File: config.mk
export PLATFORM = sky130hd
export DESIGN_NAME = sti_dly
export DESIGN_NICKNAME = d
export VERILOG_FILES = /design/src/rtl/segment_triangle_intersect_macros.svh /design/src/rtl/sti_dly.sv
export SDC_FILE = /design/constraint.sdc
export NUM_CORES = 1
export LEC_CHECK = 0
export ABC_CLOCK_PERIOD_IN_PS = 900
export CORE_AREA = 3 3 40 42
export DETAILED_ROUTE_END_ITERATION = 8
export DIE_AREA = 0 0 43 45
export DONT_BUFFER_PORTS = 1
export SLEW_MARGIN = 20
export SYNTH_ARGS = -nofsm -noshare
export SYNTH_HDL_FRONTEND = slang
export SYNTH_SLANG_ARGS = --single-unit
File: constraint.sdc
create_clock -name i_clk -period 0.9 [get_ports i_clk]
set_clock_uncertainty 0.15 [all_clocks]
set_input_delay 0 -clock i_clk [delete_from_list [all_inputs] [get_ports i_clk]]
set_output_delay 0 -clock i_clk [all_outputs]
set_load 0.02 [all_outputs]
File: src/rtl/segment_triangle_intersect_macros.svh
// Assertion macros for the segment/triangle intersection block.
`ifndef SEGMENT_TRIANGLE_INTERSECT_MACROS_SVH
`define SEGMENT_TRIANGLE_INTERSECT_MACROS_SVH
`ifndef NO_ASSERTIONS
// checked only while out of reset
`define STI_ASSERT(label, prop) \
    label: assert property (@(posedge i_clk) disable iff (!i_rst_n) prop) \
        else $error("sti assertion failed");
// checked during reset as well
`define STI_ASSERT_RST(label, prop) \
    label: assert property (@(posedge i_clk) prop) \
        else $error("sti reset assertion failed");
`else
`define STI_ASSERT(label, prop)
`define STI_ASSERT_RST(label, prop)
`endif
`endif

File: src/rtl/sti_dly.sv
// Enabled delay line for side data traveling alongside the pipeline.
module sti_dly #(
    parameter int WIDTH = 8,
    parameter int DEPTH = 2
) (
    input  logic             i_clk,
    input  logic             i_en,
    input  logic [WIDTH-1:0] i_d,
    output logic [WIDTH-1:0] o_q
);

    logic [WIDTH-1:0] r_pipe [DEPTH];

    for (genvar k = 0; k < DEPTH; k++) begin : g_tap
        if (k == 0) begin : g_first
            always_ff @(posedge i_clk) begin
                if (i_en) begin
                    r_pipe[k] <= i_d;
                end
            end
        end else begin : g_next
            always_ff @(posedge i_clk) begin
                if (i_en) begin
                    r_pipe[k] <= r_pipe[k-1];
                end
            end
        end
    end

    assign o_q = r_pipe[DEPTH-1];

endmodule

# Word-level counts from Yosys, hierarchy flattened
# Memories as Yosys holds them, arrays and structs flattened.
# Cells that the tools add are included.
# word_totals
mem_bits_rw	16
ff_bits	0
n_memories	1
rom_bits	0
latchBits	0
# classes
div_mod_pow	0
multipliers	0
n_addsub	0
n_reduce_logical	0
eq_ne	0
shift	0
n_bitwise	0
n_mux	2
order_cmp	0
# mem_list
memory	words	width	read_ports	rd_clocked_by_memory_dff	write_ports	line_no	source
r_pipe	2	8	2	0	2	sti_dly.sv:12	logic [WIDTH-1:0] r_pipe [DEPTH];
# ops
op	n
1-bit two-way mux	2

# Logic depth before layout (Yosys ltp)
# depth
depth_word	2
mapped_depth	1
mapped_depth_nobuf	0

# Worst setup path after synthesis
# Ideal clock, no wire load.
# synth_path
path_type	register to register
startpoint	memory r_pipe[0][2]
endpoint	memory r_pipe[1][2] (netlist: r_pipe[0][10]) (data pin)
setup_time_ns	0.266
path_stages_with_launch	1
arrival_ns	0.323
path_slack_ns	0.161
period_less_slack_ns	0.739
cell_sequence	edfxtp_1
# synth_rtl
item	line_no
start: declaration	sti_dly.sv:12

==> results.toml <==
[logic_synthesis]
synthMuxAreaShare = 0
ys_warn_count = 0
synthSimpleGateAreaFrac = 0
synth-edff-count = 16
synth_top_family_by_area = "buffers and inverters"
yosys.area.top_type_share = 0.889
yosys.area.top_type = "edfxtp_1"
synth_area_sq_um = 541
synthArstFlopShare = 0
synth_nets = 34
ys_seq_elements = 16
synth_seq_area_share = 0.889
synth_area_leaders = "edfxtp_1 89%, buf_4 11%"
synth_xor_area_frac = 0
synth-compound-area-share = 0
netlist_instances = 24
ys_types = 2
synth-adder-area-share = 0
synthTopCellsByCount = "16 x edfxtp_1, 8 x buf_4"
synth_flop_cell = "edfxtp_1"
synth.avg_cell_area_sq_um = 22.5
yosysMostFrequentCell = "edfxtp_1"

[sta]
period_minus_slack_ns = 0.909
timing.fmax_mhz = 1100
worst_slack_ns = -0.00944
grt_setup_unrepaired = "true"
fin_crit_sh = 1.01
tns_ns = -0.0267
hold_violations = 16
max_slew_margin = 0.856
whs_ns = -0.314
setup_viol = 7
worst_slew_pin_slew_ns = 0.216
final_max_slew_viol_count = 0

[grt]
grt_pass1_wl_microns = 828
grt_use_total = 0.0645
gr-total-overflow = 0
antenna_found_initial = 0
grt_max_degree = 17
grt_pass1_vias = 194

[clock_network]
numClockSinks = 16
root_buffer = "clkbuf_4"
htreeDepth = 1
path_clk_slew_ns = 0.08
hold_buffers = 8
post_cts_buffers = 0
cts.path.max_buffers = 2
post_cts_resized = 0
numCtsBuffers = 3
clock_latency_ns = 0.27
cts_tree = "built"

[pwr]
switching_power_uw = 225
p_per_area_nw_per_um2 = 2140
swShare = 0.175
comb_power_share = 0.021
vdd_drop_max_mv = 0.819
seqPwrFrac = 0.723
p_int_mw = 1.06
p_leak_nw = 0.204
clockPowerShare = 0.255

[floorplan]
core_area_sq_um = 1280
rows = 13
fp.dieW_microns = 43
io_pins = 18
die-area_sq_um = 1940
initial_core_util = 0.421
die_h_microns = 45

[layout]
diodes = 0
reg.largest.list = "r_pipe x16"
drive_above_1_share = 0.111
largest_reg_flops = 16
comb.multi_input.count = 0
finalNetCount = 39
syn2layout_area_growth_pct = 11.3
top_register = "r_pipe"
multi_input_area_sq_um = 0

[routing]
drtAntennaViolNets = 0
drc = 0
routed_via_density = 4.29
drt_iter0_markers = 1
via_count = 180
firstDrtPassIters = 2
drt_wl_total_microns = 521
wl_per_cell_microns = 12.4

[place]
gp_congestion = 0.622
io_buffers = 0
pre_cts_ws_ns = 0.132

[flow_run]
cap_violations = 0

[outcome]
outcome = "finished, violations left"
violations = "negative hold slack, negative setup slack"

[hold_path]
hp-class = "input pin to register"

[setup_path]
cp_max_fo = 1
critPathKind = "register to output pin"
crit_required_ns = 0.75
cp-start-kind = "register"
worstSetupEndpointType = "output pin"
arrival_ns = 0.76
-- placed cells by master (no fill, tap or decap) --
cell type and instances:
clkbuf_4 3, dlygate4sd3_1 8, edfxtp_1 16
-- area by class of cell --
type	count	area, sq um
fill	113	683
sequential	16	480
timing repair buffer	8	80.1
clock buffer	3	22.5
tap	15	18.8
-- worst paths after layout --
check | start | endpoint | slack (ns) | depth (start not counted)
min reg2reg | r_pipe[0][6] | r_pipe[0][14] | 0.27 | 0
max | r_pipe[0][11] | o_q[3] | -0.009 | 0
max reg2reg | r_pipe[0][5] | r_pipe[0][13] | 0.12 | 0
min | i_en | r_pipe[0][0] | -0.31 | 0
-- routing by layer --
metal  share of wire  GRT usage
met1            0.38     0.0584
met3            0.15     0.0438
met4               0     0.0723
met2            0.46     0.0898
met5               0          0
-- cells by family (layout without fill, tap and decap cells) --
logic type / after synthesis / in the layout
buffers and inverters: 8 / 11
flip-flops: 16 / 16
-- power by group through the flow --
| stage | combinational, mW | clock (mW) | sequential [mW] |
|---|---|---|---|
| after global placement | 0 | 0 | 0.949 |
| after detailed placement | 0 | 0 | 0.950 |
| after floorplan | 0.0642 | 0 | 0.909 |
| after global routing | 0.0300 | 0.387 | 0.938 |
| after CTS | 0.0263 | 0.347 | 0.933 |
| final | 0.0276 | 0.329 | 0.931 |
-- stage by stage --
stage / cells / hold WS [ns] / cell area (sq um) / utilization / power, mW
after global routing: 42 / -0.342 / 602 / 0.468 / 1.35
after global placement: 31 / -0.0511 / 499 / 0.389 / 0.949
after detailed placement: 31 / -0.0511 / 499 / 0.389 / 0.950
after CTS: 42 / -0.325 / 602 / 0.468 / 1.31
final: 42 / -0.314 / 602 / 0.468 / 1.29
after floorplan: 24 / -0.0511 / 541 / - / 0.973
(Power assumes the default switching activity.)
