<file path="config.mk">
export PLATFORM = sky130hd
export DESIGN_NAME = sti_mul
export DESIGN_NICKNAME = d
export VERILOG_FILES = /design/src/rtl/segment_triangle_intersect_macros.svh /design/src/rtl/sti_pkg.sv /design/src/rtl/sti_mul.sv
export SDC_FILE = /design/constraint.sdc
export NUM_CORES = 2
export LEC_CHECK = 0
export ABC_AREA = 1
export CORE_UTILIZATION = 40
export DETAILED_ROUTE_END_ITERATION = 7
export DONT_BUFFER_PORTS = 1
export PLACE_DENSITY_LB_ADDON = 0.25
export SYNTH_ARGS = -nofsm -noshare
export SYNTH_HDL_FRONTEND = slang
export SYNTH_SLANG_ARGS = --single-unit
</file>
<file path="constraint.sdc">
create_clock -name i_clk -period 14.1 [get_ports i_clk]
set_clock_uncertainty 0.15 [all_clocks]
set_input_delay 1.41 -clock i_clk [delete_from_list [all_inputs] [get_ports i_clk]]
set_output_delay 1.41 -clock i_clk [all_outputs]
set_load 0.005 [all_outputs]
</file>
<file path="src/rtl/segment_triangle_intersect_macros.svh">
// Assertion macros for the segment/triangle intersection block.
`ifndef SEGMENT_TRIANGLE_INTERSECT_MACROS_SVH
`define SEGMENT_TRIANGLE_INTERSECT_MACROS_SVH
`ifndef NO_ASSERTIONS
// checked only while out of reset
`define STI_ASSERT(label, prop) \
    label: assert property (@(posedge i_clk) disable iff (!i_rst_n) prop) \
        else $error("sti assertion failed");
// checked during reset as well
`define STI_ASSERT_RST(label, prop) \
    label: assert property (@(posedge i_clk) prop) \
        else $error("sti reset assertion failed");
`else
`define STI_ASSERT(label, prop)
`define STI_ASSERT_RST(label, prop)
`endif
`endif

</file>
<file path="src/rtl/sti_pkg.sv">
// Shared constants for the segment/triangle intersection block.
package sti_pkg;

    // multiplier digit width, one digit per pipeline stage
    localparam int DIGIT_W = 16;

    localparam int CFG_IDX_W = 3;

    localparam logic [CFG_IDX_W-1:0] REG_SEG_START_X = 3'd0;
    localparam logic [CFG_IDX_W-1:0] REG_SEG_START_Y = 3'd1;
    localparam logic [CFG_IDX_W-1:0] REG_SEG_START_Z = 3'd2;
    localparam logic [CFG_IDX_W-1:0] REG_SEG_END_X   = 3'd3;
    localparam logic [CFG_IDX_W-1:0] REG_SEG_END_Y   = 3'd4;
    localparam logic [CFG_IDX_W-1:0] REG_SEG_END_Z   = 3'd5;

endpackage

</file>
<file path="src/rtl/sti_mul.sv">
// Pipelined signed multiplier, one digit of the second operand per stage.
module sti_mul #(
    parameter int WA = 32,
    parameter int WB = 32
) (
    input  logic                    i_clk,
    input  logic                    i_en,
    input  logic signed [WA-1:0]    i_a,
    input  logic signed [WB-1:0]    i_b,
    output logic signed [WA+WB-1:0] o_p
);

    localparam int DG = sti_pkg::DIGIT_W;
    localparam int L  = (WB + DG - 1) / DG;
    localparam int BW = L * DG;
    localparam int PX = WA + BW + 1;

    logic signed [WA-1:0] r_a   [L];
    logic        [BW-1:0] r_b   [L];
    logic signed [PX-1:0] r_acc [L];
    logic        [BW-1:0] b_ext;

    assign b_ext = BW'(i_b);

    for (genvar k = 0; k < L; k++) begin : g_stage
        logic signed [WA-1:0]   a_in;
        logic        [BW-1:0]   b_in;
        logic signed [PX-1:0]   acc_in;
        logic signed [DG:0]     dig;
        logic signed [WA+DG:0]  part;

        if (k == 0) begin : g_first
            assign a_in   = i_a;
            assign b_in   = b_ext;
            assign acc_in = '0;
        end else begin : g_next
            assign a_in   = r_a[k-1];
            assign b_in   = r_b[k-1];
            assign acc_in = r_acc[k-1];
        end

        // top digit carries the sign
        if (k == L - 1) begin : g_sdig
            assign dig = $signed({b_in[BW-1], b_in[k*DG +: DG]});
        end else begin : g_udig
            assign dig = $signed({1'b0, b_in[k*DG +: DG]});
        end

        assign part = a_in * dig;

        always_ff @(posedge i_clk) begin
            if (i_en) begin
                r_a[k]   <= a_in;
                r_b[k]   <= b_in;
                r_acc[k] <= acc_in + (PX'(part) <<< (k * DG));
            end
        end
    end

    assign o_p = r_acc[L-1][WA+WB-1:0];

endmodule

</file>
---- Word-level counts from Yosys, hierarchy flattened ----
Memory sizes are Yosys's and may differ from the RTL's.
Cells that the tools add are included.
storage, ports and cells
  flip-flop bits (word level) ............. 0
  memory bits (writable) .................. 258
  input port bits ......................... 66
  logic and storage cells ................. 8
  memories ................................ 3
memories
  memory  words  bits a word  read ports  clocked after memory_dff  write ports  line           source
  r_acc   2      65           2           0                         2            sti_mul.sv:20  logic signed [PX-1:0] r_acc [L];
  r_a     2      32           1           0                         2            sti_mul.sv:18  logic signed [WA-1:0] r_a [L];
  r_b     2      32           1           0                         2            sti_mul.sv:19  logic [BW-1:0] r_b [L];
cells by class
  add/sub/neg operators ................... 1
  $mul .................................... 2
  mux-type cells .......................... 2
operator list
  kind                          count
  adder 65 x 64 -> 65 bit       1
  multiplier 32 x 17 -> 49 bit  1
  multiplier 32 x 16 -> 48 bit  1
  two-way mux 1 bit             2

---- Longest topological paths before layout ----
An unclocked memory read counts as a cell.
  depth after elaboration ................. 3
  gate-level depth with buffers ........... 43
  mapped depth without buffers ............ 41

---- Worst setup path after synthesis ----
Ideal clock, no wire load.
  path kind ............................... input port to flip-flop
  start point ............................. in i_a[31]
  end point ............................... mem r_acc[0][41] in the netlist's numbering (data pin)
  library setup time ...................... 0.253 ns
  data arrival time ....................... 6.660 ns
  required time ........................... 13.697 ns
  setup slack ............................. 7.037 ns
  stages .................................. 20
  buffers on the path ..................... 2
  cell sequence ........................... clkbuf_1 clkbuf_1 nand2_1 inv_1 fa_1 fa_1 inv_1 fa_1 fa_1 fa_1 fa_1 inv_1 ha_1 nand2_1 nor2_1 inv_1 nor4_1 nand3_1 nand4_1 nand2_1
RTL lines
  element             line           source
  start: declaration  sti_mul.sv:8   input logic signed [WA-1:0] i_a,
  end: declaration    sti_mul.sv:20

==> out/qor.txt <==
Adder-Cell Fraction of Synth Area: 0.4953
vias in the first global route: 39040
Setup violations, final: 0
clk sinks: 161
Filler Cell Count: 11740
max-slew violations: 0
post-synthesis simple-gate area fraction: 0.1768
syn nets: 7243
I/O Pins: 130
cell taking the most area after synthesis: fa_1
CP Launch Type: flop
CTS Hold Bufs: 0
CP max FO: 32
most frequent CP cell: nand2_1
Die Span Y: 343.1 um
top-count cell post-synth: inv_1
top_reg_cell synth: edfxtp_1
class of the worst hold path: reg2reg
pin count of the biggest net entering global routing: 162
Num CTS Buffers: 17
sequential fraction of the synthesis area: 0.1039
main combinational cell family by area after synthesis: adder cells
CP peak stage delay: 0.89 ns
fin crit share: 0.6111
post-DP HPWL: 119400 um
antenna-violating nets left: 0
CTS clk-pin slew, worst paths: 0.07 ns
1st-pass router iterations: 6
H-tree depth: 4
drt drc: 0
Rows: 124
Layout Nets: 7070
upper clock frequency limit: 116.1 MHz
WP buf/inv: 8
Yosys cell types: 40
gpl congestion: 0.9656
IO buf count: 0
cell family with most CP delay: adder cells
Post-CTS Repair Setup Buffers: 0
CP Capture Type: flop
GR Overflow Total: 0
Yosys reg bits: 161
syn_area_per_cell: 7.863 um^2
EDFF count, synth: 161
share of the synthesized area in the top cell type: 0.4198
CP max stage cell: fa_1
Longest Clk Path Bufs: 2
mux share of post-synthesis cell area: 0
Synth Instances: 5920
Slew headroom: 0.3441
Worst-Skew Late Latency: 0.52 ns
Warnings, synthesis: 0
top cells by count, synth: 1750 x inv_1, 1526 x nand2_1, 976 x fa_1, 295 x nor2_1, 281 x ha_1
post-synthesis compound-gate area fraction: 0.04478
DRT iter0 DRCs: 2292
post-synthesis async set-or-reset flop share: 0
core footprint: 0.1148 mm^2
WL final: 143900 um
Req. time, crit path: 14.17 ns
max-cap violations: 0
Slew @ Worst Pin: 0.9838 ns
kind of critical path: reg2reg
total count of hold-check failures in the final report: 0
vias post-DR: 36340
area grow syn2layout: 3.922%
die width: 343.1 um
initial antenna violation count: 6
Resized Gates After CTS: 0
total global-route track usage: 0.2549
WL/cell: 19.78 um
setup TNS: 0 ns
first-pass GRT wire length: 227600 um
full die area: 0.1177 mm^2
Initial Util: 0.4054
post-route minimum period: 8.616 ns
clk root buf: clkbuf_16
Via density: 4.997
RSZ-0062 raised after global routing: false
status: completed
CTS tree: yes
share of layout cells above drive strength 1: 0.01997
Cell Area, Synth: 0.04655 mm^2
CP Data Arrival Time: 8.69 ns
Area contributors post-synth: fa_1 42%, inv_1 14%, nand2_1 12%, edfxtp_1 10%, ha_1 7.6%
xor-xnor portion of the synthesized cell area: 0.02070
## cells in the final DEF (no fill, tap or decap), types with 3 or more instances in the layout
cell	count
o21a_1	7
inv_2	4
nand4_1	33
nor2_2	11
nand3_2	6
nor3_1	24
a21oi_1	177
nand2_2	5
o211ai_2	3
clkinv_4	3
nand3b_1	5
o211ai_1	5
buf_4	21
nor4_1	5
inv_6	3
ha_1	281
xor2_1	75
a21boi_0	7
fa_1	976
a31oi_1	8
o21ai_2	9
o21ai_0	90
or2_2	16
a21o_1	19
inv_1	1750
nand2_1	1526
nand3_1	123
xnor2_1	35
nor3_2	3
edfxtp_1	161
clkbuf_16	17
nor2_1	295
o21bai_1	27
o21ai_1	9
inv_8	4
## through the flow
step	hold slack [ns]	worst slack, ns	cell area [um^2]	util	cells
final	0.2701	5.484	48370	0.4213	7273
after global routing	0.2756	4.960	48370	0.4213	7272
after CTS	0.2712	5.453	48370	0.4213	7272
after detailed placement	0.2545	5.504	47800	0.4163	7240
after global placement	0.2521	5.336	47800	0.4163	7240
after floorplan	0.2503	7.037	46550	-	5920
## per-layer routing
| layer | global-route usage | vias up | routed length (um) |
|---|---|---|---|
| met5 | 0 | - | 24 |
| met4 | 0.08880 | 4 | 5139 |
| met3 | 0.02909 | 236 | 8282 |
| met2 | 0.4384 | 1111 | 70230 |
| met1 | 0.3314 | 18380 | 60180 |
| li1 | - | 16610 | - |
## state kept, by name (all words and copies together) (netlist names)
register  flops
r_b          16
r_a          32
r_acc       113
## worst paths after layout
| kind | startpoint | to | slack, ns | cells past startpoint |
|---|---|---|---|---|
| max | r_b[0][17] | r_acc[0][128] | 5.48 | 35 |
| min | r_acc[0][0] | r_acc[0][65] | 0.27 | 0 |
| max reg2reg | r_b[0][17] | r_acc[0][128] | 5.48 | 35 |
| min reg2reg | r_acc[0][0] | r_acc[0][65] | 0.27 | 0 |
## cells by family after synthesis
kind of cell / count (synthesis)
XOR/XNOR: 110
buffers and inverters: 1967
adder cells (fa/ha/maj): 1257
AND/OR/NAND/NOR: 2060
flip-flops: 161
AO/OA/AOI/OAI: 365
## area by class of cell
cell class	instances	area (um^2)	area share
diodes	1	2.502	0.00005173
clock inverters	15	147.6	0.003052
flip-flops and latches	161	4835	0.09994
repair buffers	21	157.7	0.003259
clock buffers	17	425.4	0.008794
multi-input cells	3792	34330	0.7097
inverters	1754	6584	0.1361
well taps	1512	1892	0.03911
Power is left out: the tool's default activity adds up to more than one toggle a clock period on the data nets, which glitch-free logic cannot reach.
