**src/rtl/segment_triangle_intersect_macros.svh**
```systemverilog
// Assertion macros for the segment/triangle intersection block.
`ifndef SEGMENT_TRIANGLE_INTERSECT_MACROS_SVH
`define SEGMENT_TRIANGLE_INTERSECT_MACROS_SVH
`ifndef NO_ASSERTIONS
// checked only while out of reset
`define STI_ASSERT(label, prop) \
    label: assert property (@(posedge i_clk) disable iff (!i_rst_n) prop) \
        else $error("sti assertion failed");
// checked during reset as well
`define STI_ASSERT_RST(label, prop) \
    label: assert property (@(posedge i_clk) prop) \
        else $error("sti reset assertion failed");
`else
`define STI_ASSERT(label, prop)
`define STI_ASSERT_RST(label, prop)
`endif
`endif

```
**src/rtl/sti_div.sv**
```systemverilog
// Pipelined restoring divider, one quotient bit per stage.
module sti_div #(
    parameter int XW  = 64,
    parameter int DVW = 32,
    parameter int QW  = 16
) (
    input  logic           i_clk,
    input  logic           i_en,
    input  logic [XW-1:0]  i_x,
    input  logic [DVW-1:0] i_d,
    output logic [QW-1:0]  o_q
);

    logic [XW-1:0]  r_rem [QW];
    logic [DVW-1:0] r_d   [QW];
    logic [QW-1:0]  r_q   [QW];

    for (genvar j = 0; j < QW; j++) begin : g_stage
        localparam int SH = QW - 1 - j;
        logic [XW-1:0]  rem_in;
        logic [XW-1:0]  sub;
        logic [DVW-1:0] d_in;
        logic [QW-1:0]  q_in;
        logic           take;

        if (j == 0) begin : g_first
            assign rem_in = i_x;
            assign d_in   = i_d;
            assign q_in   = '0;
        end else begin : g_next
            assign rem_in = r_rem[j-1];
            assign d_in   = r_d[j-1];
            assign q_in   = r_q[j-1];
        end

        assign sub  = XW'(d_in) << SH;
        assign take = (rem_in >= sub);

        always_ff @(posedge i_clk) begin
            if (i_en) begin
                r_rem[j] <= take ? (rem_in - sub) : rem_in;
                r_d[j]   <= d_in;
                r_q[j]   <= q_in | (QW'(take) << SH);
            end
        end
    end

    assign o_q = r_q[QW-1];

endmodule
```
**config.mk**
```make
export PLATFORM = sky130hd
export DESIGN_NAME = sti_div
export DESIGN_NICKNAME = d
export VERILOG_FILES = /design/src/rtl/segment_triangle_intersect_macros.svh /design/src/rtl/sti_div.sv
export SDC_FILE = /design/constraint.sdc
export NUM_CORES = 2
export LEC_CHECK = 0
export BUFFER_PORTS_ARGS = -buffer_cell sky130_fd_sc_hd__buf_2
export CAP_MARGIN = 20
export CORE_ASPECT_RATIO = 2
export CORE_MARGIN = 8
export CORE_UTILIZATION = 40
export DETAILED_ROUTE_END_ITERATION = 8
export SLEW_MARGIN = 30
export SYNTH_ARGS = -nofsm -noshare
export SYNTH_HDL_FRONTEND = slang
export SYNTH_SLANG_ARGS = --single-unit
```
**constraint.sdc**
```tcl
create_clock -name i_clk -period 4.2 [get_ports i_clk]
set_input_delay 0.42 -clock i_clk [delete_from_list [all_inputs] [get_ports i_clk]]
set_output_delay 0.42 -clock i_clk [all_outputs]
set_load 0.01 [all_outputs]
```
# Word-level counts from Yosys, hierarchy flattened
# Memory sizes are Yosys's and may differ from the RTL's.
# Cells that the tools add are included.
[totals] reg_bits=0 latch_bits=0 ram_bits=1792 romBits=0 inputBits=98 mem_count=3
[mem_list] memory="r_rem" words=16 word_bits=64 read_ports=15 rd_clocked_by_memory_dff=0 wr=16 line_no="sti_div.sv:14" text="logic [XW-1:0] r_rem [QW];"
[mem_list] memory="r_d" words=16 word_bits=32 read_ports=15 rd_clocked_by_memory_dff=0 wr=16 line_no="sti_div.sv:15" text="logic [DVW-1:0] r_d [QW];"
[mem_list] memory="r_q" words=16 word_bits=16 read_ports=16 rd_clocked_by_memory_dff=0 wr=16 line_no="sti_div.sv:16" text="logic [QW-1:0] r_q [QW];"
[op_classes] add_sub_neg=16 n_mul=0 div=0 magnitude_cmp=16 eq_ne=0 shifts=0 mux=18 bitwise=15 reduce_logical=0
[op_table] cell="$mux 64" n=16
[op_table] cell="$ge 64x32->1" n=1
[op_table] cell="$ge 64x33->1" n=1
[op_table] cell="$ge 64x34->1" n=1
[op_table] cell="$ge 64x35->1" n=1
[op_table] cell="$ge 64x36->1" n=1
[op_table] cell="$ge 64x37->1" n=1
[op_table] cell="$ge 64x38->1" n=1
[op_table] cell="$ge 64x39->1" n=1
[op_table] cell="$ge 64x40->1" n=1
[op_table] cell="$ge 64x41->1" n=1
[op_table] cell="$ge 64x42->1" n=1
[op_table] cell="$ge 64x43->1" n=1
[op_table] cell="$ge 64x44->1" n=1
[op_table] cell="$ge 64x45->1" n=1
[op_table] cell="$ge 64x46->1" n=1
[op_table] cell="$ge 64x47->1" n=1
[op_table] cell="$sub 64x32->64" n=1
[op_table] cell="$sub 64x33->64" n=1
[op_table] cell="$sub 64x34->64" n=1
[op_table] cell="$sub 64x35->64" n=1
[op_table] cell="$sub 64x36->64" n=1
[op_table] cell="$sub 64x37->64" n=1
[op_table] cell="$sub 64x38->64" n=1
[op_table] cell="other kinds (25)" n=26

# Depth between registers and ports, before layout
# An unclocked memory read counts as a cell.
[depth] ltp_word=3 ltp_mapped=17 mapped_depth_nobuf=16

# Least setup slack after synthesis
# Ideal clock, no wire load.
[synth_timing] path_kind="reg2reg" startpoint="memory r_rem[9][5] (netlist: r_rem[1][69])" endpoint="memory r_rem[10][63] (netlist: r_rem[1][191]), data pin" arrival_ns=3.704 required_time_ns=3.942 path_slack_ns=0.239 path_stages_with_launch=17 path_buffers=1 period_less_slack_ns=3.961 cell_sequence="edfxtp_1 -> inv_1 -> ha_1 -> inv_1 -> fa_1 -> a21o_1 -> a21oi_1 -> o21ai_0 -> a31oi_1 -> o22ai_1 -> a311oi_1 -> o21ai_0 -> a211o_1 -> clkbuf_1 -> nor4_1 -> nand3_1 -> xnor2_1"
[synth_lines] element="from (decl)" line_no="sti_div.sv:14"

==> impl_metrics.tcl <==
set metrics [dict create \
    fin_crit_sh 0.9565 \
    antenna_found_initial 3 \
    clock_path_buffers 4 \
    yosys.area.top_type "edfxtp_1" \
    max-cap-violations 0 \
    via_per_inst 5.369 \
    ios 114 \
    gp_congestion 0.9001 \
    irDropWorstVdd_uv 337.5 \
    holdPathEnd "r_rem[0][48]$_DFFE_PP_" \
    die_x_um 349.8 \
    cts_root_buffer "clkbuf_16" \
    critPathLaunchType "register" \
    seq_area_frac_synth 0.5311 \
    cts_made_buffers 161 \
    dr.pass1.iters 6 \
    timing.rr.end "r_rem[1][190]$_DFFE_PP_" \
    fin_skew_ps 78.58 \
    core_area_um2 221900 \
    synthAdderAreaFrac 0.07526 \
    cp.arrival_ps 4490 \
    clk_latency_ps 820 \
    placed_area_um2 94580 \
    hp-start "i_x[48]" \
    leakage_uw 0.03882 \
    avgSynthCellArea_um2 10.78 \
    gr-total-overflow 0 \
    reg2reg_from "r_rem[1][70]$_DFFE_PP_" \
    cp.required_ps 4670 \
    track_usage 0.1830 \
    synth.most_common_cell "edfxtp_1" \
    netlist.area_leader.share 0.5311 \
    status "complete, no violations" \
    synth_compound_area_frac 0.1352 \
    port_buffers 113 \
    synth-seq-cells 1576 \
    yosys-mux-area-fraction 0.009084 \
    yosys.area_share.simple 0.1347 \
    drtIter0Drc 4871 \
    route.vias.total 62807 \
    drc 0 \
    grt_pass1_vias 61806 \
    p_per_area_nw_per_um2 631.0 \
    synthDistinctLibCells 89 \
    clock_sinks 1576 \
    finalPower_uw 63600 \
    cts_tree "done" \
    r2r_slack_ps 180 \
    routedWlPerCell_um 19.13 \
    yosys_warnings 0 \
    tightest_slew_ps 884.5 \
    path_class "reg -> reg" \
    cp-end-kind "register" \
    async_reset_ff_frac 0 \
    syn-num-nets 8888 \
    synth_top_family_by_area "compound AO/OA/AOI/OAI gates" \
    layout_min_cycle_time_ps 4017 \
    synthCells 8263 \
    hold_depth 2 \
    synth_edf_count 1576 \
    critPathMaxFanout 7 \
    maxSlewHeadroom 0.4049 \
    htreeDepth 4 \
    start_util 0.4015 \
    synthFlopType "edfxtp_1" \
    synth_area_um2 89120 \
    fill_cells 20804 \
    postLayoutCellArea_um2 100800 \
    dieArea_um2 239100 \
    hold_ws_ps 85.02 \
    chipHeight_um 683.5 \
    hp-class "in -> reg" \
    synth_area_leaders "edfxtp_1 (53%), ha_1 (7.2%), xnor2_1 (4.0%), a21oi_1 (3.8%), xor2_1 (3.6%)" \
    syn2layout_area_growth_pct 13.10 \
    grt_max_degree 132 \
    final_core_util 0.4541 \
    synthTopCellsByCount "edfxtp_1 (1576), a21oi_1 (678), inv_1 (655)" \
    final-hold-violation-count 0 \
    grt_pass1_wl_mm 351.6 \
    rows 245 \
    slew_viol_final 0 \
    max_freq_mhz 248.9 \
    detail-route-antenna-nets 0 \
    path_clk_slew_ps 60 \
    final_nets 9243 \
    drt-total-wl_mm 223.8 \
    synth_xor_area_frac 0.07617 \
    layout-drive-gt1-share 0.08588 \
    reg2regPathDepth 13 \
    dp_hpwl_mm 170.7 \
    setup_viol 0 \
]
-- layout make-up --
cell class | count | area (um2) | share of cell area
inverter | 657 | 2466 | 0.02447
timing repair buffer | 446 | 3603 | 0.03575
sequential | 1576 | 47330 | 0.4695
antenna | 1 | 2.502 | 0.00002483
clock buffer | 188 | 4173 | 0.04140
clock inverter | 90 | 859.6 | 0.008528
multi-input combinational | 5776 | 38650 | 0.3835
tap | 2964 | 3709 | 0.03679
-- metal layers --
| metal | global-route usage | wire length (um) | share of wire |
|---|---|---|---|
| met2 | 0.3289 | 113400 | 0.51 |
| met3 | 0.01679 | 8721 | 0.039 |
| met4 | 0.04713 | 5739 | 0.026 |
| met1 | 0.2351 | 95950 | 0.43 |
| met5 | 0 | 0 | 0 |
-- cell families after synthesis --
logic type,after synthesis
AO/OA/AOI/OAI,1965
AND/OR/NAND/NOR,2437
XOR/XNOR,775
adder cells (fa/ha/maj),527
buffers and inverters,911
multiplexers,72
flip-flops,1576
-- through the flow --
stage | instances | TNS, ps | worst slack [ps]
after floorplan | 8263 | 0 | 238.7
after global placement | 11321 | -0.01155 | -0.01155
after detailed placement | 11321 | -26.76 | -13.82
after CTS | 11693 | 0 | 25.87
after global routing | 11698 | -6.592 | -3.565
final | 11698 | 0 | 182.7
-- state kept, by name, indices dropped and copies added, names as in the netlist --
register,flops
r_q,136
r_d,480
r_rem,960
-- cell usage in the layout (no fill, tap or decap), types with 72 or more instances in the layout --
| master | count |
|---|---|
| a21o_1 | 280 |
| a21oi_1 | 678 |
| buf_2 | 112 |
| buf_4 | 216 |
| clkbuf_16 | 163 |
| dlygate4sd3_1 | 94 |
| edfxtp_1 | 1576 |
| ha_1 | 511 |
| inv_1 | 655 |
| nand2_1 | 634 |
| nand2b_1 | 86 |
| nand3_1 | 149 |
| nand4_1 | 132 |
| nor2_1 | 640 |
| nor2b_1 | 88 |
| nor3_1 | 180 |
| nor4_1 | 136 |
| o21ai_0 | 490 |
| o21bai_1 | 72 |
| or3_1 | 81 |
| xnor2_1 | 410 |
| xor2_1 | 365 |
-- report_power, final --
| group | internal (uW) | switching, uW |
|---|---|---|
| combinational | 10600 | 14300 |
| sequential | 22000 | 2570 |
| clock | 8040 | 6140 |
-- how the worst max path moves through the flow --
stage	from	to	cells after the start
finish	r_rem[1][70]$_DFFE_PP_	r_rem[1][190]$_DFFE_PP_	13
global route	r_rem[0][333]$_DFFE_PP_	r_rem[0][436]$_DFFE_PP_	11
CTS	r_d[0][32]$_DFFE_PP_	r_rem[0][185]$_DFFE_PP_	17
detailed placement	i_d[12]	r_rem[0][59]$_DFFE_PP_	15
global placement	i_d[12]	r_rem[0][53]$_DFFE_PP_	15
floorplan	r_rem[1][69]$_DFFE_PP_	r_rem[1][191]$_DFFE_PP_	16
-- critical path: stages, from the launching register on --
cell and delay [ps]:
edfxtp_1 430, ha_1 350, nor2b_1 130, o21ai_0 120, a21o_1 220, a31oi_1 470
o41ai_1 120, buf_4 170, o21ai_0 150, buf_4 160, nor3_2 60, or4_1 680
a2111oi_0 510, xor2_1 150
-- what timing repair did --
action | in CTS | in global routing
setup buffers | 0 | 4
hold buffers | 94 | 0
pin swaps | 0 | 3
hold endpoints to repair | 94 | 0
setup endpoints to repair | 4 | 146
gates cloned | 0 | 0
gates resized for setup | 2 | 45
Power figures use the tool's default switching activity.
